**src/sv/lgns_pkg.sv**
```systemverilog
// lgns_pkg: shared types, opcodes and constants of the layer gibbs node sampler
// used by every module of the block, no dependencies
`default_nettype none
package lgns_pkg;

    localparam int ROWS_DEF      = 512;
    localparam int COLS_DEF      = 512;
    localparam int MAX_LINES_DEF = 2;
    localparam int WGT_DEPTH     = 512;
    localparam int WGT_AW        = 9;
    localparam int Q_DEPTH       = 2;

    localparam logic [2:0] OP_PRIOR  = 3'd0;
    localparam logic [2:0] OP_WEIGHT = 3'd1;
    localparam logic [2:0] OP_LABEL  = 3'd2;
    localparam logic [2:0] OP_SAMPLE = 3'd3;
    localparam logic [2:0] OP_READ   = 3'd4;

    localparam logic [1:0] REG_THRESH  = 2'd0;
    localparam logic [1:0] REG_PENALTY = 2'd1;
    localparam logic [1:0] REG_NLINES  = 2'd2;

    typedef enum logic [2:0] {
        K_PRIOR  = 3'd0,
        K_WEIGHT = 3'd1,
        K_LABEL  = 3'd2,
        K_SAMPLE = 3'd3,
        K_READ   = 3'd4
    } t_kind;

    typedef struct packed {
        t_kind       kind;
        logic        line;
        logic [8:0]  col;
        logic [8:0]  rowv;
        logic [15:0] data;
        logic        pin;
        logic [15:0] draw;
    } t_cmd;

    typedef struct packed {
        logic full;
        logic empty;
    } t_q_stat;

    typedef struct packed {
        logic clearing;
    } t_bk_stat;

    typedef struct packed {
        logic [8:0]  thresh;
        logic [15:0] penalty;
        logic [1:0]  nl;
    } t_cfg;

endpackage
`default_nettype wire

```
**src/sv/lgns_front.sv**
```systemverilog
// lgns_front: accepts input beats, drops ignored items, builds queue commands
// depends on lgns_pkg
`default_nettype none
module lgns_front import lgns_pkg::*; #(
    parameter int ROWS      = ROWS_DEF,
    parameter int COLS      = COLS_DEF,
    parameter int MAX_LINES = MAX_LINES_DEF
) (
    input  wire logic        i_valid,
    input  wire logic [2:0]  i_opcode,
    input  wire logic        i_line_sel,
    input  wire logic [8:0]  i_column,
    input  wire logic [8:0]  i_row_value,
    input  wire logic [15:0] i_data_word,
    input  wire logic        i_pin_flag,
    input  wire logic [15:0] i_random_draw,
    input  wire logic [1:0]  i_nl,
    input  wire t_q_stat     i_qstat,
    input  wire t_bk_stat    i_bstat,
    output logic             o_stall,
    output logic             o_push,
    output t_cmd             o_cmd
);

    logic w_keep;
    logic w_col_ok;
    logic w_line_ok;
    logic w_row_ok;
    logic w_act_ok;

    always_comb begin
        w_col_ok  = 32'(i_column) < COLS;
        w_line_ok = 32'(i_line_sel) < MAX_LINES;
        w_row_ok  = 32'(i_row_value) < ROWS;
        w_act_ok  = {1'b0, i_line_sel} < i_nl;
        o_cmd.line = i_line_sel;
        o_cmd.col  = i_column;
        o_cmd.rowv = i_row_value;
        o_cmd.data = i_data_word;
        o_cmd.pin  = i_pin_flag;
        o_cmd.draw = i_random_draw;
        o_cmd.kind = K_WEIGHT;
        w_keep     = 1'b0;
        case (i_opcode)
            OP_WEIGHT: begin
                o_cmd.kind = K_WEIGHT;
                w_keep     = 1'b1;
            end
            OP_PRIOR: begin
                o_cmd.kind = K_PRIOR;
                w_keep     = w_col_ok && w_row_ok;
            end
            OP_LABEL: begin
                o_cmd.kind = K_LABEL;
                w_keep     = w_col_ok && w_line_ok;
                if (!w_row_ok) begin
                    o_cmd.rowv = 9'(ROWS - 1);
                end
            end
            OP_SAMPLE: begin
                o_cmd.kind = K_SAMPLE;
                w_keep     = w_col_ok && w_line_ok && w_act_ok;
            end
            OP_READ: begin
                o_cmd.kind = K_READ;
                w_keep     = w_col_ok && w_line_ok && w_act_ok;
            end
            default: begin
                w_keep = 1'b0;
            end
        endcase
        o_stall = i_qstat.full || i_bstat.clearing;
        o_push  = i_valid && !o_stall && w_keep;
    end

endmodule
`default_nettype wire

```
**config.mk**
```make
export PLATFORM = sky130hd
export DESIGN_NAME = lgns_front
export DESIGN_NICKNAME = d
export VERILOG_FILES = /design/src/sv/lgns_pkg.sv /design/src/sv/lgns_front.sv
export SDC_FILE = /design/constraint.sdc
export NUM_CORES = 1
export LEC_CHECK = 0
export ABC_CLOCK_PERIOD_IN_PS = 800
export BUFFER_PORTS_ARGS = -buffer_cell sky130_fd_sc_hd__buf_4
export CORE_MARGIN = 2
export CORE_UTILIZATION = 20
export DETAILED_ROUTE_END_ITERATION = 6
export GPL_TIMING_DRIVEN = 0
export PLACE_DENSITY = 0.8
export SETUP_SLACK_MARGIN = 0.15
export SKIP_LAST_GASP = 1
export SLEW_MARGIN = 20
export SYNTH_ARGS = -nofsm -noshare
export SYNTH_HDL_FRONTEND = slang
export SYNTH_SLANG_ARGS = --single-unit
```
**constraint.sdc**
```tcl
create_clock -name vclk -period 0.8
set_input_delay 0.16 -clock vclk [all_inputs]
set_output_delay 0.16 -clock vclk [all_outputs]
set_load 0.01 [all_outputs]
```
======== Yosys cells after proc, flatten, opt, wreduce, memory -nomap -nowiden ========
Index checks and enable logic that the tools add are counted.
word-level totals
  register bits ........................... 0
  bits in latches ......................... 0
  memory bits (writable) .................. 0
  bits in read-only memories .............. 0
  input bits .............................. 61
  output and inout bits ................... 57
  memories ................................ 0
operators by class
  $add $sub $neg .......................... 0
  multipliers ............................. 0
  div/mod/pow operators ................... 0
  $lt $le $gt $ge ......................... 1
  eq/ne operators ......................... 4
  shifts and indexed selects .............. 0
  multiplexer cells ....................... 2
  bitwise operators ....................... 0
  reduce and logical (&&, ||, !) cells .... 7
operators by type and width
  operator              number
  $pmux W3 S4           1
  $eq A3 B2 Y1 const B  2
  $eq A3 B1 Y1 const B  1
  $eq A3 B3 Y1 const B  1
  $logic_not A3 Y1      1
  $reduce_or A3 Y1      1
  $logic_and A1 B1 Y1   2
  $lt A1 B2 Y1          1
  $pmux W1 S2           1
  $reduce_or A2 Y1      1
  $logic_not A1 Y1      1
  $logic_or A1 B1 Y1    1

======== Depth between registers and ports, before layout ========
Gate-level depths: netlist of run 1.
  depth in word-level cells ............... 4
  gate-level depth with buffers ........... 3

======== Worst setup path before layout of run 1 ========
OpenSTA, ideal clock, no wires.
  kind .................................... input -> output
  start ................................... input i_bstat
  end ..................................... output o_push
  arrival time ............................ 660 ps
  setup slack ............................. -20 ps
  stages on the path ...................... 2
  path buffers ............................ 0
  cells stage by stage .................... or2_1 > a211oi_2
on the way
  word-level cells in the longest chain between the ends .. 4
RTL lines
  element                            line              source
  from (decl)                        lgns_front.sv:19  input wire t_bk_stat i_bstat,
  $logic_or A1 B1 Y1                 lgns_front.sv:72  o_stall = i_qstat.full || i_bstat.clearing;
  $logic_not A1 Y1                   lgns_front.sv:73  o_push = i_valid && !o_stall && w_keep;
  $logic_and A1 B1 Y1 (2 in series)  lgns_front.sv:73
  to (decl)                          lgns_front.sv:21  output logic o_push,
No other way between the ends.

======== Final worst setup path of run 1 ========
  start ................................... input i_opcode[0]
  end ..................................... output o_push
on the way
  word-level cells in the longest chain between the ends .. 4
  elaborated cells on any way between the ends .. 9
  those cells by class .................... 4 x eq/ne; 1 x mux; 4 x reduce/logical
RTL lines
  element                                                         line              source
  from (decl)                                                     lgns_front.sv:10  input wire logic [2:0] i_opcode,
  $eq A3 B2 Y1 (tied with other cells)                            lgns_front.sv:44  case (i_opcode)
  $reduce_or A3 Y1 (no line) or $reduce_or A2 Y1 (tied branches)  --
  $pmux W1 S2 *                                                   lgns_front.sv:44
  $logic_and A1 B1 Y1 *                                           lgns_front.sv:73
Every way passes the cells marked *; elsewhere a longest branch is shown, timed or not.

==> run summary, run 1 <==
WORST SETUP PATH
----------------------------------------------------------------------------------
Required time worst endpoint                                               0.64 ns
Worst-path maximum fanout                                                        4
Crit-path slowest cell                                                sky130_fd_sc_hd__a211oi_2
Slowest Stage Delay on Critical Path                                       0.21 ns
CP endpoint kind                                                      primary output
Data arrival time at the worst-slack endpoint                              0.80 ns
Startpoint types                                                        input port
Crit Path Category                                                    input port to primary output
Cell-by-cell listing of the critical path                             buf_6 -> a21o_1 -> a211oi_2 -> buf_4

SYNTH
----------------------------------------------------------------------------------
Avg Cell Area, Syn                                                       7.29 um^2
Sequential element share of the synthesized area                                 0
Syn nets                                                                       124
Netlist area before placement                                             459 um^2
Count of different cell masters after synthesis                                  9
Synth Instances                                                                 63
Compound-gate portion of the synthesized area                               0.0736
Warnings, synthesis                                                              0
Synth Area in XOR/XNOR                                                           0
Main combinational cell family by area after synthesis                buffers and inverters
Synth Area in Adders                                                             0
Mux cell area share after synthesis                                              0
Simple-gate share of the synthesized area                                   0.0599

PWR
----------------------------------------------------------------------------------
Share of power burned in combinational logic                                 1.000
Largest voltage drop on the vdd net                                     0.000278 V
Net switching power                                                     0.000194 W
Pwr Density                                                            563 mW/mm^2
Relative contribution of sequential cells to total power                         0
Internal Dissipation                                                    0.000403 W
Fraction of power spent switching nets                                       0.325
Leakage                                                                   0.631 nW
Fraction of power consumed by the clock network                                  0

FLOORPLANNING
----------------------------------------------------------------------------------
Num ports                                                                      118
Placeable core region                                                 0.00219 mm^2
Die Span X                                                                 51.9 um
Height of the die                                                          51.9 um
Die ar.                                                               0.00270 mm^2
Initial core utilization                                                     0.210
Number of placement rows                                                        17

FINISH
----------------------------------------------------------------------------------
Most common cell after layout, fill and taps aside                    sky130_fd_sc_hd__buf_4
Area growth from synthesis to layout                                          131%
Post-route design area                                                0.00106 mm^2
Final-layout clock buffer total                                                  0
Count of nets after finishing                                                  193
ANT cells                                                                        0
Total area of sequential cells                                              0 um^2
Number of filler cells placed in the layout                                    192
Share of final-layout standard cells stronger than drive strength 1          0.946
Commonest cells after routing, fill and taps aside                    107 x sky130_fd_sc_hd__buf_4, 11 x sky130_fd_sc_hd__buf_6, 2 x sky130_fd_sc_hd__inv_1, 2 x sky130_fd_sc_hd__a21o_1
Seq Cell Count                                                                   0

ROUTING
----------------------------------------------------------------------------------
Final routed DRC violation total                                                 0
Pre-antenna DRT Iters                                                            4
Detailed-route via count                                                       579
Routed WL                                                                  1520 um
Drt initial violations                                                           4
Average wire per cell in the routed design                                 9.61 um
Via density per instance                                                      3.66
Residual antenna-violating net count after detailed routing                      0

GLOBAL ROUTING
----------------------------------------------------------------------------------
Via count of the first global-routing pass                                     470
Global routing usage summed across all routing layers                       0.0875
Remaining global-route overflow                                                  0
Maximum number of pins on one net before global-route repair                     6
First-pass GRT wire length                                                 1900 um
Number of antenna violations at the first check in global routing                0

PLACEMENT
----------------------------------------------------------------------------------
Total cell area at the placement stage                                    995 um^2
I/O Buffers                                                                     66
DP HPWL                                                                    1340 um
RePlAce Congestion                                                           0.687

JOB
----------------------------------------------------------------------------------
Max Cap Viol                                                                     0

STA
----------------------------------------------------------------------------------
Setup total negative slack                                               -0.232 ns
Total count of hold-check failures in the final report                           0
Clock period minus worst slack                                            0.961 ns
Setup repair after global routing missed its margin                           true
Max Clock Freq                                                            1.04 GHz
Setup slack of the critical path after layout                            -0.161 ns
Worst hold-check slack                                                    0.496 ns
Total of endpoints with negative setup slack in the final report                 2
Final Cycle Share                                                             1.20
Actual slew at the worst max-slew pin                                     0.179 ns
Worst max-slew margin expressed relative to the limit                        0.881
Final number of max-transition violations                                        0

WORST HOLD PATH
----------------------------------------------------------------------------------
Type of the most critical hold path                                   input port to primary output

STATUS
----------------------------------------------------------------------------------
Run status                                                            finished with violations
Violations in the final reports                                       negative setup slack

-- routing by layer --
metal  vias to the layer above  global-route usage  part of all wire
li1                        276                   -                 -
met4                         0             0.00877            0.0059
met1                       236              0.0851              0.22
met3                         2              0.0144              0.19
met5                         -                   0                 0
met2                        65               0.190              0.58
-- cells in the mapped netlist --
master / count / area share
sky130_fd_sc_hd__nor3_1: 1 / 0.011
sky130_fd_sc_hd__nor2b_1: 2 / 0.027
sky130_fd_sc_hd__or2_1: 1 / 0.014
sky130_fd_sc_hd__o22ai_1: 1 / 0.014
sky130_fd_sc_hd__a211oi_2: 1 / 0.027
sky130_fd_sc_hd__a21o_1: 2 / 0.033
sky130_fd_sc_hd__nor2_1: 1 / 0.0082
sky130_fd_sc_hd__inv_1: 2 / 0.016
sky130_fd_sc_hd__buf_4: 52 / 0.85
-- final timing paths --
kind	from	to	slack, ns	cells past startpoint
worst max-delay path	i_opcode[0]	o_push	-0.16	4
worst min-delay path	i_column[8]	o_cmd[50]	0.50	2
-- through the flow --
stage          utilization  cells  power, W  setup WS, ns
6_report             0.484    158  0.000598        -0.161
2_1_floorplan            -     63  0.000298       -0.0197
4_1_cts              0.473    158  0.000587        -0.164
5_1_grt              0.484    158  0.000633        -0.199
3_5_place_dp         0.454    157  0.000565        -0.200
3_3_place_gp         0.454    157  0.000561        -0.193
-- power groups by stage --
stage          registers (W)  clock network, W  logic (W)
3_3_place_gp               0                 0   0.000561
4_1_cts                    0                 0   0.000587
5_1_grt                    0                 0   0.000633
6_report                   0                 0   0.000598
3_5_place_dp               0                 0   0.000565
2_1_floorplan              0                 0   0.000298
-- worst max-delay path, delay by kind of cell --
kind	cells	cell delay, ns
AOI/OAI and AO/OA	2	0.39
buffers and inverters	2	0.25
-- timing repair --
item | 4_1_cts | 5_1_grt
cloned | 0 | 0
pin swaps | 6 | 0
hold buffers | 0 | 0
setup endpoints to repair | 6 | 6
resized for setup | 9 | 6
buffers inserted | 1 | 0
-- layout make-up --
type / count / area [um^2] / area share
Buffer: 52 / 394 / 0.371
Inverter: 2 / 7.51 / 0.00708
Timing Repair Buffer: 67 / 548 / 0.517
Tap cell: 28 / 35.0 / 0.0330
Multi-Input combinational cell: 9 / 76.3 / 0.0719
-- cell families (layout without fill, tap and decap cells) --
kind of cell | Yosys count | in the layout
compound gates | 4 | 4
buf+inv | 54 | 121
simple gates | 5 | 5
Note: power is estimated with default switching activity, not from simulation.
==> run 2, diff against run 1 <==
ABC_CLOCK_PERIOD_IN_PS = 900   (was 800)
CELL_PAD_IN_SITES_DETAIL_PLACEMENT = 1   (was default)
CELL_PAD_IN_SITES_GLOBAL_PLACEMENT = 1   (was default)
CORE_UTILIZATION = 11   (was 20)
PLACE_DENSITY = default   (was 0.8)
PLACE_DENSITY_LB_ADDON = 0.1   (was default)
clock period = 0.9 ns   (was 0.8 ns; I/O delays follow)
==> run 2 against run 1 <==
The run still ends with negative setup slack left. Final area is 4.5% higher. Combinational power is 9.5% lower. Wire length is 5.8% higher. Die area is 75% higher. Worst setup slack better by 0.052 ns. Total power is 9.5% lower. Cell count is 15% higher. Global-route usage is 4.1 points lower. Hold slack better by 0.041 ns. Largest power group unchanged.
==> run summary, run 2 (synthesized netlist as in run 1, its figures left out) <==
ROUTING
----------------------------------------------------------------------------------
Pre-antenna DRT Iters                                                            2   -2
Final routed DRC violation total                                                 0   unchanged
Routed WL                                                                  1610 um   +5.8%
Residual antenna-violating net count after detailed routing                      0   unchanged
Drt initial violations                                                           6   +2
Detailed-route via count                                                       591   +2.1%
Average wire per cell in the routed design                                 8.87 um   -7.6%
Via density per instance                                                      3.27   -11%

FINISH
----------------------------------------------------------------------------------
Count of nets after finishing                                                  194   +0.52%
Final-layout clock buffer total                                                  0   unchanged
Share of final-layout standard cells stronger than drive strength 1          0.969   +0.0233
Post-route design area                                                0.00111 mm^2   +4.5%
Number of filler cells placed in the layout                                    494   +160%
Area of the multi-input gates                                            96.3 um^2   +26%
Area growth from synthesis to layout                                          141%
Most common cell after layout, fill and taps aside                    sky130_fd_sc_hd__buf_4
Total area of sequential cells                                              0 um^2   unchanged
ANT cells                                                                        0   unchanged
Seq Cell Count                                                                   0   unchanged
Commonest cells after routing, fill and taps aside                    110 x sky130_fd_sc_hd__buf_4, 9 x sky130_fd_sc_hd__buf_6, 2 x sky130_fd_sc_hd__a21o_1

FLOORPLANNING
----------------------------------------------------------------------------------
Die Span X                                                                 68.6 um   +32%
Die ar.                                                               0.00471 mm^2   +75%
Number of placement rows                                                        23   +6
Placeable core region                                                 0.00400 mm^2   +83%
Num ports                                                                      118   unchanged
Initial core utilization                                                     0.115   -0.0948
Height of the die                                                          68.6 um   +32%

WORST HOLD PATH
----------------------------------------------------------------------------------
Number of instances on the worst hold path                                       2   unchanged
Type of the most critical hold path                                   input port to primary output
Min-delay src                                                         i_row_value[7]
WHS Endpoint                                                             o_cmd[40]

WORST SETUP PATH
----------------------------------------------------------------------------------
Startpoint types                                                        input port
Worst-path maximum fanout                                                        3   -1
Crit Path Category                                                    input port to primary output
Required time worst endpoint                                               0.72 ns   +0.08 ns
CP endpoint kind                                                      primary output
Data arrival time at the worst-slack endpoint                              0.83 ns   +0.03 ns

STA
----------------------------------------------------------------------------------
Actual slew at the worst max-slew pin                                     0.146 ns   -0.0328 ns
Total of endpoints with negative setup slack in the final report                 3   +1
Setup repair after global routing missed its margin                           true
Final Cycle Share                                                             1.12
Setup slack of the critical path after layout                            -0.109 ns   +0.0520 ns
Worst max-slew margin expressed relative to the limit                        0.903   +0.0217
Clock period minus worst slack                                             1.01 ns
Total count of hold-check failures in the final report                           0   unchanged
Max Clock Freq                                                           0.991 GHz
Final number of max-transition violations                                        0   unchanged

PLACEMENT
----------------------------------------------------------------------------------
Total cell area at the placement stage                                0.00102 mm^2   +2.3%
Setup WS pre-CTS                                                         -0.161 ns   +0.0394 ns
RePlAce Congestion                                                           0.584   -15%
I/O Buffers                                                                     66   unchanged
DP HPWL                                                                    1480 um   +10%

GLOBAL ROUTING
----------------------------------------------------------------------------------
First-pass GRT wire length                                                 1780 um   -6.2%
Via count of the first global-routing pass                                     430   -8.5%
Number of antenna violations at the first check in global routing                0   unchanged
Maximum number of pins on one net before global-route repair                     6   unchanged
Global routing usage summed across all routing layers                       0.0470   -0.0406
Remaining global-route overflow                                                  0   unchanged

PWR
----------------------------------------------------------------------------------
Pwr Density                                                            488 mW/mm^2   -13%
Leakage                                                                   0.639 nW   +1.3%
Largest voltage drop on the vdd net                                     0.000132 V   -53%
Final Total Pwr                                                         0.000541 W   -9.5%

JOB
----------------------------------------------------------------------------------
Max Cap Viol                                                                     0   unchanged

STATUS
----------------------------------------------------------------------------------
Violations in the final reports                                       negative setup slack
Run status                                                            finished with violations

run 2: cell types whose count changed in the layout (fill, tap and decap cells not counted), sizes merged:
cell	change
buf	+1
run 2: worst max-delay path by stage:
stage | to | depth (start not counted) | startpoint | slack (ns)
3_3_place_gp | o_push | 5 | i_line_sel | -0.15
4_1_cts | o_push | 4 | i_opcode[0] | -0.11
5_1_grt | o_push | 5 | i_opcode[0] | -0.14
2_1_floorplan | o_push | 2 | i_bstat | 0.04
3_5_place_dp | o_push | 5 | i_opcode[0] | -0.16
6_report | o_push | 5 | i_opcode[0] | -0.11
run 2: layout make-up:
cell class                 count  share of cell area
buffer                        52               0.352
inverter                       2             0.00677
multi-input combinational      9              0.0869
tap                           50              0.0564
timing repair buffer          68               0.498
run 2: routing by layer:
layer | track usage | up-vias | part of all wire
met5 | 0 | - | 0
met4 | 0 | 0 | 0
met3 | 0.00974 | 0 | 0.17
met2 | 0.0986 | 60 | 0.56
met1 | 0.0494 | 251 | 0.27
li1 | - | 280 | -
run 2: critical path, cell delays in order:
cell,delay (ns)
sky130_fd_sc_hd__buf_8,0.10
sky130_fd_sc_hd__nor2_4,0.10
sky130_fd_sc_hd__o22ai_2,0.09
sky130_fd_sc_hd__a211oi_2,0.21
sky130_fd_sc_hd__buf_4,0.15
run 2: power breakdown:
part           leakage [nW]  internal, W  switching, W
Combinational         0.639     0.000362      0.000179
Clock                     0            0             0
Sequential                0            0             0
run 2: through the flow:
| step | cells | setup TNS [ns] | hold WS (ns) | util |
|---|---|---|---|---|
| final | 181 | -0.222 | 0.537 | 0.277 |
| after global routing | 181 | -0.302 | 0.539 | 0.277 |
| after CTS | 180 | -0.111 | 0.537 | 0.267 |
| after detailed placement | 179 | -0.161 | 0.538 | 0.254 |
| after global placement | 179 | -0.152 | 0.538 | 0.254 |
| after floorplan | 63 | 0 | 0.406 | - |
run 2: what timing repair did:
action / CTS / global route
buffers inserted: 1 / 1
hold buffers: 0 / 0
resized for setup: 11 / 9
setup endpoints to repair: 4 / 4
pin swaps: 5 / 3
