<file path="config.mk">
export PLATFORM = sky130hd
export DESIGN_NAME = lgns_queue
export DESIGN_NICKNAME = d
export VERILOG_FILES = /design/src/sv/lgns_pkg.sv /design/src/sv/lgns_queue.sv
export SDC_FILE = /design/constraint.sdc
export NUM_CORES = 1
export LEC_CHECK = 0
export ABC_AREA = 1
export BUFFER_PORTS_ARGS = -buffer_cell sky130_fd_sc_hd__buf_2
export CORE_ASPECT_RATIO = 0.8
export CORE_MARGIN = 10
export CORE_UTILIZATION = 56
export CTS_CLUSTER_DIAMETER = 120
export DETAILED_ROUTE_END_ITERATION = 8
export PLACE_DENSITY = 0.84
export SYNTH_ARGS = -nofsm -noshare
export SYNTH_HDL_FRONTEND = slang
export SYNTH_SLANG_ARGS = --single-unit
</file>
<file path="constraint.sdc">
create_clock -name i_clk -period 5.4 [get_ports i_clk]
set_input_delay 0.54 -clock i_clk [delete_from_list [all_inputs] [get_ports i_clk]]
set_output_delay 0.54 -clock i_clk [all_outputs]
set_load 0.1 [all_outputs]
</file>
<file path="src/sv/lgns_pkg.sv">
// lgns_pkg: shared types, opcodes and constants of the layer gibbs node sampler
// used by every module of the block, no dependencies
`default_nettype none
package lgns_pkg;

    localparam int ROWS_DEF      = 512;
    localparam int COLS_DEF      = 512;
    localparam int MAX_LINES_DEF = 2;
    localparam int WGT_DEPTH     = 512;
    localparam int WGT_AW        = 9;
    localparam int Q_DEPTH       = 2;

    localparam logic [2:0] OP_PRIOR  = 3'd0;
    localparam logic [2:0] OP_WEIGHT = 3'd1;
    localparam logic [2:0] OP_LABEL  = 3'd2;
    localparam logic [2:0] OP_SAMPLE = 3'd3;
    localparam logic [2:0] OP_READ   = 3'd4;

    localparam logic [1:0] REG_THRESH  = 2'd0;
    localparam logic [1:0] REG_PENALTY = 2'd1;
    localparam logic [1:0] REG_NLINES  = 2'd2;

    typedef enum logic [2:0] {
        K_PRIOR  = 3'd0,
        K_WEIGHT = 3'd1,
        K_LABEL  = 3'd2,
        K_SAMPLE = 3'd3,
        K_READ   = 3'd4
    } t_kind;

    typedef struct packed {
        t_kind       kind;
        logic        line;
        logic [8:0]  col;
        logic [8:0]  rowv;
        logic [15:0] data;
        logic        pin;
        logic [15:0] draw;
    } t_cmd;

    typedef struct packed {
        logic full;
        logic empty;
    } t_q_stat;

    typedef struct packed {
        logic clearing;
    } t_bk_stat;

    typedef struct packed {
        logic [8:0]  thresh;
        logic [15:0] penalty;
        logic [1:0]  nl;
    } t_cfg;

endpackage
`default_nettype wire

</file>
<file path="src/sv/lgns_queue.sv">
// lgns_queue: short command fifo between the front and the back
// depends on lgns_pkg
`default_nettype none
module lgns_queue import lgns_pkg::*; (
    input  wire logic i_clk,
    input  wire logic i_rst_n,
    input  wire logic i_push,
    input  wire t_cmd i_cmd,
    input  wire logic i_pop,
    output t_cmd      o_head,
    output t_q_stat   o_stat
);

    localparam int QAW = (Q_DEPTH > 1) ? $clog2(Q_DEPTH) : 1;
    localparam int QCW = $clog2(Q_DEPTH + 1);

    t_cmd           r_mem [Q_DEPTH];
    logic [QAW-1:0] r_wp;
    logic [QAW-1:0] r_rp;
    logic [QCW-1:0] r_cnt;

    always_ff @(posedge i_clk) begin
        if (!i_rst_n) begin
            r_wp  <= '0;
            r_rp  <= '0;
            r_cnt <= '0;
        end else begin
            if (i_push) begin
                r_wp <= (r_wp == QAW'(Q_DEPTH - 1)) ? '0 : r_wp + 1'b1;
            end
            if (i_pop) begin
                r_rp <= (r_rp == QAW'(Q_DEPTH - 1)) ? '0 : r_rp + 1'b1;
            end
            if (i_push && !i_pop) begin
                r_cnt <= r_cnt + 1'b1;
            end else if (i_pop && !i_push) begin
                r_cnt <= r_cnt - 1'b1;
            end
        end
    end

    always_ff @(posedge i_clk) begin
        if (i_push) begin
            r_mem[r_wp] <= i_cmd;
        end
    end

    assign o_head       = r_mem[r_rp];
    assign o_stat.full  = (r_cnt == QCW'(Q_DEPTH));
    assign o_stat.empty = (r_cnt == '0);

endmodule
`default_nettype wire

</file>
Yosys cells after proc, flatten, opt, wreduce, memory -nomap -nowiden
Memory sizes are Yosys's and may differ from the RTL's. A register that Yosys moved wholly into a read port is not among the register bits.
Cells that the tools add are included.
- add/sub/neg operators: 4
- equal/unequal tests: 1
- mux-type cells: 8
- reduce and logical (&&, ||, !) cells: 6
- operators with widths (operator ; number):
    2-to-1 mux 1 bit ; 6
    2-to-1 mux 2 bit ; 2
    adder 1 bit, second input constant ; 2
    adder 2 x 1 -> 2 bit, second input constant ; 1
    == test 2 bit, second input constant ; 1
    logical AND 1 bit ; 2
    logical NOT 1 bit ; 2
    logical NOT 2 bit ; 1
    nonzero test 2 bit ; 1
    subtractor 2 x 1 -> 2 bit, second input constant ; 1
- register bits: 4
- memory bits (writable): 110
- bits of input ports: 59
- word-level logic and storage cells: 23
- memories: 1
- memories (name ; words ; bits a word ; rd ports ; clocked after memory_dff ; write ports ; RTL line ; RTL):
    r_mem ; 2 ; 55 ; 1 ; 1 ; 1 ; lgns_queue.sv:17 ; t_cmd r_mem [Q_DEPTH];

Depth between registers and ports, before layout
Gate-level depths: netlist of the first run.
- depth after elaboration: 4
- gate-level depth with buffers: 8

Worst setup path before layout of the first run
OpenSTA, ideal clock, no wires.
- path type: input to register
- start point: input i_push
- end point: memory r_mem[0][0] in the netlist's numbering (enable)
- library setup time: 0.469 ns
- arrival: 2.889 ns
- path slack: 2.042 ns
- stages on the path: 2
- path buffers: 0
- cells stage by stage: inv_1 nor2_1
- cells in the longest elaborated chain, start to end: 2
- RTL lines (element ; RTL line ; RTL):
    from (decl) ; lgns_queue.sv:7 ; input wire logic i_push,
    2-to-1 mux 1 bit ; lgns_queue.sv:43 ; if (i_push) begin
    2-to-1 mux 1 bit (implied by the code) ; lgns_queue.sv:44 ; r_mem[r_wp] <= i_cmd;
    to (decl) ; lgns_queue.sv:17 ;
No other way between the ends.

==> metrics.md, run 1 <==
| Metric | Value |
|---|---|
| Max stage delay cell, worst path | `dfxtp_4` |
| Switch Pwr | `approximately 0.76 mW` |
| Endpoints failing setup | `0` |
| Die width | `120 µm` |
| Post-CTS Hold Fix Bufs | `0` |
| I/O pin cnt | `116` |
| Clock Sink Count | `roughly 120` |
| Fin. Hold Viols | `0` |
| Clk Latency, worst-skew pair | `about 0.50 ns` |
| Comb power frac | `16.8%` |
| Complex-gate fraction of the synthesized area | `0.225%` |
| Clk buf depth | `2` |
| Post-CTS setup buffers | `0` |
| Measured slew at the worst slew-check pin | `about 1.0 ns` |
| Post-synthesis xor/xnor area fraction | `0%` |
| Post-Syn Area | `0.00445 mm²` |
| CP cell instances | `mux2_4 > buf_2` |
| TritonCTS Buffers | `17` |
| Sum Neg Setup Slack | `0 ns` |
| CP Max Fanout | `between 50 and 60` |
| Max incr delay on CP | `between 0.9 and 1 ns` |
| Register area share after synthesis | `76.5%` |
| Synth Area in Simple Gates | `between 1.5 and 2%` |
| Fin cells | `about 450` |
| Main combinational cell family by area after synthesis | `multiplexers` |
| Vias per cell | `just under 5` |
| Most common cell after layout, fill and taps aside | `buf_2` |
| Netlist cell types | `14` |
| Startpoint type of the worst setup path | `flip-flop` |
| Worst VDD drop | `0.269 mV` |
| DR iter-0 viols | `142` |
| Root buffer cell | `clkbuf_8` |
| Gpl congestion | `0.702` |
| Top cell type's share of synthesized area | `approximately three quarters` |
| Cell taking the most area after synthesis | `edfxtp_1` |
| Yosys warnings | `0` |
| Die H | `99.7 µm` |
| Critical Path AT | `2.29 ns` |
| Vias in the first global route | `approximately 2.4k` |
| Max Freq | `between 300 and 400 MHz` |
| Layout cells sized above 1 | `59.0%` |
| Max_slew headroom | `32.3%` |
| Pin count of the biggest net entering global routing | `56` |
| Dominant cells by area after synthesis | `edfxtp_1 (74%), mux2_4 (17%), buf_12 (2.2%)` |
| Commonest cells after routing, fill and taps aside | `buf_2 (115), edfxtp_1 (110), mux2_4 (50)` |
| Starting density of the core | `58.8%` |
| Antenna Cells | `0` |
| Pint | `1.98 mW` |
| Dpl cells | `422` |
| Synthesized instance count | `206` |
| Total congestion overflow | `0` |
| DRC | `0` |
| Cell area power density | `477 mW/mm²` |
| First-pass GRT wire length | `12,700 µm` |
| Setup CP Type | `reg -> out` |
| Clk pin slew, worst setup/hold paths | `0.06 ns` |
| Routed WL | `8190 µm` |
| Outcome | `finished, final reports clean` |
| Site row count | `28` |
| Clock skew | `0.00701 ns` |
| Part of the power in the clock network | `44.3%` |
| I/O Buffers | `approximately 120` |
| Max cap viols | `0` |
| TritonCTS clock tree | `yes` |
| Crit path capture type | `output pin` |
| Post-DRT Antenna Nets | `0` |
| Sw Share | `27.7%` |
| Syn nets | `266` |
| Area Growth Syn to Fin | `28.7%` |
| Synth Area in Adders | `0.281%` |
| HP Class | `in -> reg` |
| Die ar. | `0.0119 mm²` |
| Yosys reg bits | `115` |
| Leakage Power | `about 2.3 nW` |
| Post-synthesis mux area share | `18.1%` |
| Syn Area/Cell | `21.6 µm²` |
| Initial antenna violation count | `1` |
| Post_cts resized | `0` |
| Required time worst endpoint | `between 4 and 5 ns` |
| Total track usage | `~14%` |
| Core area | `approximately 0.0076 mm²` |
| Total Nets Final | `396` |
| Drt pass-1 iters | `4` |
| Post-DP HPWL | `5400 µm` |
| RSZ-0062 raised after global routing | `false` |
| Htree depth | `4` |
| Crit share post-route | `52.5%` |
| DR vias | `2,244` |
| Slew Limit Fails | `0` |
| Seq pwr share | `38.9%` |
| Fin crit period | `2.83 ns` |
| Routed WL per cell | `18.0 µm` |
| # fillers | `477` |
## Yosys cell counts, drive strengths merged
library cell / number
nand4: 1
edfxtp: 110
nand3: 1
nand2: 8
mux2: 55
o21ai: 1
inv: 8
a21oi: 1
buf: 6
ha: 1
dfxtp: 5
nor2: 9
## per-layer routing
| layer | up-vias | GRT usage (%) | share of wire (%) |
|---|---|---|---|
| met5 | - | 0 | 0.085 |
| met4 | 2 | 6.02 | 0.85 |
| met3 | 8 | 7.85 | 8.8 |
| met2 | 84 | 21.1 | 48 |
| met1 | 1093 | 15.8 | 42 |
| li1 | 1057 | - | - |
## cells by family after synthesis
logic type / count (synthesis)
compound gates: 2
buf+inv: 14
fa+ha+maj: 1
simple gates: 19
flops: 115
mux: 55
## flip-flops by register name (all words and copies together) (netlist names), named ones only
name,cells
r_rp,1
r_mem,110
r_cnt,2
r_wp,1
## path summary, 6_finish.rpt
path	from	to	slack [ns]	cells past startpoint
max	flip-flop	o_head[18]	2.57	2
min	i_cmd[23]	r_mem[1][23]	0.23	1
max reg2reg	r_wp	r_mem[0][29]	3.65	2
min reg2reg	r_rp	flip-flop	0.52	3
## power groups by stage
stage	clock (mW)	sequential, mW	combinational, mW
final	1.21	1.06	0.460
after global routing	1.28	1.07	0.476
after CTS	1.23	1.06	0.463
after detailed placement	0	1.08	0.462
after global placement	0	1.08	0.457
after floorplan	0	1.06	0.413
## worst max-delay path, delay by kind of cell (launching register included)
family	cells	cell delay [ns]
flops	1	0.99
buf+inv	1	0.43
mux	1	0.31
## cell type report
| type | count | area [µm²] | share of cell area [%] |
|---|---|---|---|
| clock buffer | 18 | 418 | 7.30 |
| sequential | 115 | 3410 | 59.5 |
| multi-input combinational | 77 | 912 | 15.9 |
| inverter | 8 | 30.0 | 0.525 |
| clock inverter | 14 | 235 | 4.11 |
| timing repair buffer | 117 | 591 | 10.3 |
| tap | 105 | 131 | 2.30 |
## stage by stage
step	power, mW	hold slack (ns)	cell area, µm²	utilization (%)	setup WS, ns
after floorplan	1.47	0.463	4450	-	2.04
after global placement	1.53	0.476	5070	67.0	3.07
after detailed placement	1.54	0.511	5070	67.0	3.08
after CTS	2.76	0.195	5720	75.6	2.53
after global routing	2.82	0.196	5720	75.6	2.46
final	2.73	0.228	5720	75.6	2.57
No activity file was read; power rests on OpenSTA's default activity.
==> run 2: changes to the inputs <==
CORE_UTILIZATION = 47   (was 56)
PLACE_DENSITY = 0.75   (was 0.84)
clock period = 2.5 ns   (was 5.4 ns; I/O delays follow)
==> metrics.md, run 2 (synthesis results as in run 1) <==
| Metric | Value |
|---|---|
| Switch Pwr | `1.59 mW (+110%)` |
| Outcome | `finished, final reports clean` |
| Number of flip-flops in the largest register | `110 (unchanged)` |
| Overall power | `5.60 mW (+110%)` |
| Root buffer cell | `clkbuf_16` |
| TritonCTS clock tree | `yes` |
| Slew Limit Fails | `0 (unchanged)` |
| Total congestion overflow | `0 (unchanged)` |
| Startpoint type of the worst setup path | `flip-flop` |
| Critical Path AT | `1.97 ns (-0.32 ns)` |
| Pin count of the biggest net entering global routing | `25 (-55%)` |
| Comb power frac | `18.4% (+1.6 points)` |
| Part of the power in the clock network | `41.0% (-3.3 points)` |
| Max_slew headroom | `61.5% (+29 points)` |
| Htree depth | `4 (unchanged)` |
| Required time worst endpoint | `2.25 ns (-2.61 ns)` |
| Vias in the first global route | `2,521 (+5.1%)` |
| Biggest regs | `r_mem x110, r_cnt x2` |
| Cell area power density | `977 mW/mm² (+100%)` |
| First-pass GRT wire length | `12,700 µm (+0.22%)` |
| Clock skew | `0.00552 ns (-0.00149 ns)` |
| Total track usage | `12.1% (-1.7 points)` |
| Clk Latency, worst-skew pair | `0.39 ns (-0.11 ns)` |
| Measured slew at the worst slew-check pin | `0.577 ns (-0.438 ns)` |
| Worst VDD drop | `0.763 mV (+180%)` |
| Seq pwr share | `40.6% (+1.7 points)` |
| Die ar. | `0.0138 mm² (+16%)` |
| HP Class | `in -> reg` |
| Total Nets Final | `400 (+1.0%)` |
| Drt pass-1 iters | `4 (unchanged)` |
| Starting density of the core | `48.6% (-10 points)` |
| Vias per cell | `4.76 (-3.8%)` |
| Routed WL | `8220 µm (+0.42%)` |
| DP Worst Slack | `0.672 ns (-2.40 ns)` |
| Most common cell after layout, fill and taps aside | `buf_2` |
| Antenna Cells | `0 (unchanged)` |
| Crit path capture type | `output pin` |
| Core area | `0.00915 mm² (+21%)` |
| DRC | `0 (unchanged)` |
| Clock Sink Count | `115 (unchanged)` |
| Post-CTS Hold Fix Bufs | `0 (unchanged)` |
| Sw Share | `28.4% (+0.73 points)` |
| Initial antenna violation count | `0 (-1)` |
| DR vias | `2,226 (-0.80%)` |
| Area Growth Syn to Fin | `29.0%` |
| Post-DP HPWL | `5740 µm (+6.3%)` |
| Sum Neg Setup Slack | `0 ns (unchanged)` |
| TritonCTS Buffers | `17 (unchanged)` |
| Crit share post-route | `88.6%` |
| Clk pin slew, worst setup/hold paths | `0.05 ns (about the same)` |
| Gpl congestion | `0.665 (-5.2%)` |
| Commonest cells after routing, fill and taps aside | `buf_2 (115), edfxtp_1 (110), mux2_4 (50)` |
| CP Max Fanout | `21 (-62%)` |
| Clk buf depth | `2 (unchanged)` |
| Routed WL per cell | `17.6 µm (-2.6%)` |
| Endpoints failing setup | `0 (unchanged)` |
| Post-DRT Antenna Nets | `0 (unchanged)` |
| Die H | `107 µm (+7.3%)` |
| Pint | `4.01 mW (+100%)` |
| Leakage Power | `2.34 nW (+0.15%)` |
| Fin cells | `468 (+3.1%)` |
| Max Freq | `between 400 and 500 MHz` |
| Layout cells sized above 1 | `58.4% (-0.67 points)` |
| Setup WS post-layout | `0.285 ns (-2.28 ns)` |
| RSZ-0062 raised after global routing | `false` |
| Fin. Hold Viols | `0 (unchanged)` |
| Final core utilization | `62.7% (-13 points)` |
| I/O pin cnt | `116 (unchanged)` |
| I/O Buffers | `115 (unchanged)` |
| Most flops, register | `r_mem` |
| Site row count | `31 (+11%)` |
| Fin crit period | `2.22 ns` |
| Max cap viols | `0 (unchanged)` |
| Die width | `129 µm (+7.6%)` |
| Post-CTS setup buffers | `0 (unchanged)` |
| Post_cts resized | `0 (unchanged)` |
| Setup CP Type | `reg -> out` |
| Dpl cells | `436 (+3.3%)` |
| DR iter-0 viols | `115 (-19%)` |
-- run 2: final timing paths --
| path | slack, ns | depth (start not counted) | start | to |
|---|---|---|---|---|
| worst max register to register | 0.94 | 3 | r_wp | r_mem[1][28] |
| worst min register to register | 0.51 | 2 | r_rp | r_rp |
| worst min-delay path | 0.05 | 1 | i_cmd[39] | r_mem[1][39] |
| worst max-delay path | 0.28 | 3 | flip-flop | o_head[17] |
-- run 2: routing by layer --
metal	track usage, %	vias up	routed length, µm
met5	0	-	0
met4	4.38	0	65
met3	6.55	6	740
met2	20.6	74	4160
met1	12.5	1085	3250
li1	-	1061	-
-- run 2: cell type report --
class	instances	area [µm²]
fill	665	3420
sequential	115	3410
multi-input combinational	77	912
timing repair buffer	121	671
clock buffer	19	433
tap	115	144
clock inverter	13	141
inverter	8	30.0
-- run 2: power groups by stage --
stage | sequential, mW | combinational (mW) | clock [mW]
after floorplan | 2.29 | 0.893 | 0
after global placement | 2.30 | 1.03 | 0
after detailed placement | 2.31 | 1.04 | 0
after CTS | 2.27 | 1.04 | 2.36
after global routing | 2.28 | 1.07 | 2.46
final | 2.27 | 1.03 | 2.30
-- run 2: critical path: stages (launching register included) --
cell and delay, ns:
dfxtp_4 0.60, buf_4 0.34, mux2_4 0.33, buf_2 0.29
-- run 2: metrics by stage --
stage	hold WS (ns)	instance area [µm²]
6_report	0.0458	5740
5_1_grt	0.0262	5740
4_1_cts	0.0295	5740
3_5_place_dp	0.442	5160
3_3_place_gp	0.437	5160
2_1_floorplan	0.349	4450
==> run 3: changes to the inputs <==
CORE_UTILIZATION = 49   (was 47)
CTS_BUF_LIST = sky130_fd_sc_hd__clkbuf_8   (was not set)
PLACE_DENSITY = 0.78   (was 0.75)
SKIP_LAST_GASP = 1   (was not set)
SLEW_MARGIN = 0   (was not set)
==> metrics.md, run 3 (synthesis results as in run 1) <==
| Metric | Value |
|---|---|
| Outcome | `finished, final reports clean` |
| I/O Buffers | `115 (unchanged)` |
| Sum Neg Setup Slack | `0 ns (unchanged)` |
| Required time worst endpoint | `2.25 ns (about the same)` |
| Measured slew at the worst slew-check pin | `0.500 ns (-0.0772 ns)` |
| Root buffer cell | `clkbuf_8` |
| Biggest regs | `r_mem x110, r_cnt x2` |
| Total track usage | `12.5% (+0.38 points)` |
| Most flops, register | `r_mem` |
| Htree depth | `4 (unchanged)` |
| TritonCTS Buffers | `17 (unchanged)` |
| Vias in the first global route | `2,550 (+1.2%)` |
| Clock Sink Count | `115 (unchanged)` |
| Max cap viols | `0 (unchanged)` |
| Slew Limit Fails | `0 (unchanged)` |
| First-pass GRT wire length | `12,800 µm (+1.2%)` |
| Reg2reg setup slack | `1.25 ns (+0.31 ns)` |
| I/O pin cnt | `116 (unchanged)` |
| Layout cells sized above 1 | `56.2% (-2.2 points)` |
| Drt pass-1 iters | `5 (+1)` |
| DRC | `0 (unchanged)` |
| Post-DRT Antenna Nets | `0 (unchanged)` |
| Pin count of the biggest net entering global routing | `56 (+120%)` |
| Die width | `127 µm (-1.7%)` |
| DR iter-0 viols | `95 (-17%)` |
| HP Class | `in -> reg` |
| Endpoints failing setup | `0 (unchanged)` |
| Dpl cells | `435 (-0.23%)` |
| Fin. Hold Viols | `0 (unchanged)` |
| TritonCTS clock tree | `yes` |
| Total congestion overflow | `0 (unchanged)` |
| RSZ-0062 raised after global routing | `false` |
| Critical Path AT | `1.81 ns (-0.16 ns)` |
| Post_cts resized | `0 (unchanged)` |
| Number of flip-flops in the largest register | `110 (unchanged)` |
| Fin cells | `480 (+2.6%)` |
| Vias per cell | `4.77 (+0.22%)` |
| Starting density of the core | `49.7% (+1.1 points)` |
| Die ar. | `0.0133 mm² (-3.4%)` |
| Startpoint type of the worst setup path | `flip-flop` |
| Overall power | `4.93 mW (-12%)` |
| Antenna Cells | `0 (unchanged)` |
| Routed WL per cell | `17.0 µm (-3.3%)` |
| Gpl congestion | `0.667 (+0.24%)` |
| Total Nets Final | `413 (+3.3%)` |
| Post-DP HPWL | `5550 µm (-3.2%)` |
| Initial antenna violation count | `1 (+1)` |
| Max stage delay cell, worst path | `mux2_2` |
| Setup CP Type | `reg -> out` |
| Clk buf depth | `2 (unchanged)` |
| Site row count | `31 (unchanged)` |
| Final core utilization | `63.0% (+0.27 points)` |
| DR vias | `2,288 (+2.8%)` |
| Max_slew headroom | `66.9% (+5.5 points)` |
| Clk pin slew, worst setup/hold paths | `0.07 ns (+0.02 ns)` |
| Max incr delay on CP | `0.39 ns (-0.21 ns)` |
| Clk Latency, worst-skew pair | `0.41 ns (+0.02 ns)` |
| Max Freq | `485 MHz (+7.4%)` |
| Cell area power density | `875 mW/mm² (-10%)` |
| Routed WL | `8150 µm (-0.86%)` |
| Commonest cells after routing, fill and taps aside | `buf_2 (115), edfxtp_1 (110), mux2_4 (50)` |
| CP Max Fanout | `55 (+160%)` |
| WHS | `0.0363 ns (-0.00956 ns)` |
| Core area | `0.00896 mm² (-2.1%)` |
| Fin crit period | `2.06 ns (-0.152 ns)` |
| Die H | `105 µm (-1.7%)` |
| Crit share post-route | `82.5% (-6.1 points)` |
| Leakage Power | `2.30 nW (-1.8%)` |
| Worst VDD drop | `0.554 mV (-27%)` |
| CP cell instances | `buf_12 > mux2_2 > buf_2` |
| Most common cell after layout, fill and taps aside | `buf_2` |
| Crit path capture type | `output pin` |
| Clock skew | `0.0107 ns (+0.00517 ns)` |
| Area Growth Syn to Fin | `26.8%` |
-- run 3: cell types whose count changed in the layout (fill, tap and decap cells not counted), moves of 3 or more --
| cell | change |
|---|---|
| dlygate4sd3_1 | +14 |
| clkbuf_16 | -17 |
| clkbuf_8 | +17 |
| buf_12 | -3 |
-- run 3: what timing repair did --
item,4_1_cts,5_1_grt
endpoints found under the hold margin,0,24
hold buffers,0,14
setup buffers,0,0
-- run 3: cell type report --
type	instances	area, µm²
inverter	8	30.0
fill	625	3320
multi-input combinational	77	912
timing repair buffer	134	766
clock inverter	14	148
tap	115	144
clock buffer	17	234
sequential	115	3410
-- run 3: metrics by stage --
stage / cell area, µm² / setup WS (ns)
2_1_floorplan: 4450 / 0.315
3_3_place_gp: 5120 / 0.869
3_5_place_dp: 5120 / 0.852
4_1_cts: 5500 / 0.399
5_1_grt: 5640 / 0.359
6_report: 5640 / 0.437
-- run 3: routing by layer --
layer	global-route usage (%)	up-vias	part of all wire (%)
li1	-	1086	-
met1	12.6	1111	38
met2	20.7	83	51
met3	7.66	6	10
met4	4.79	2	0.44
met5	0	-	0.11
-- run 3: final timing paths --
kind / from / to / cells after the start
setup / recovery: flip-flop / o_head[38] / 3
hold / removal: i_cmd[33] / r_mem[0][33] / 1
setup reg to reg: r_wp / r_mem[1][16] / 3
hold reg to reg: r_rp / flip-flop / 2
-- run 3: worst max-delay path, delay by kind of cell (launching register included) --
family,cells,cell delay (ns)
buffers and inverters,2,0.63
multiplexers,1,0.39
flip-flops,1,0.35
-- run 3: where the power goes --
| part | switching [mW] | internal (mW) |
|---|---|---|
| sequential | 0.0292 | 2.23 |
| clock | 0.676 | 0.957 |
| combinational | 0.805 | 0.241 |
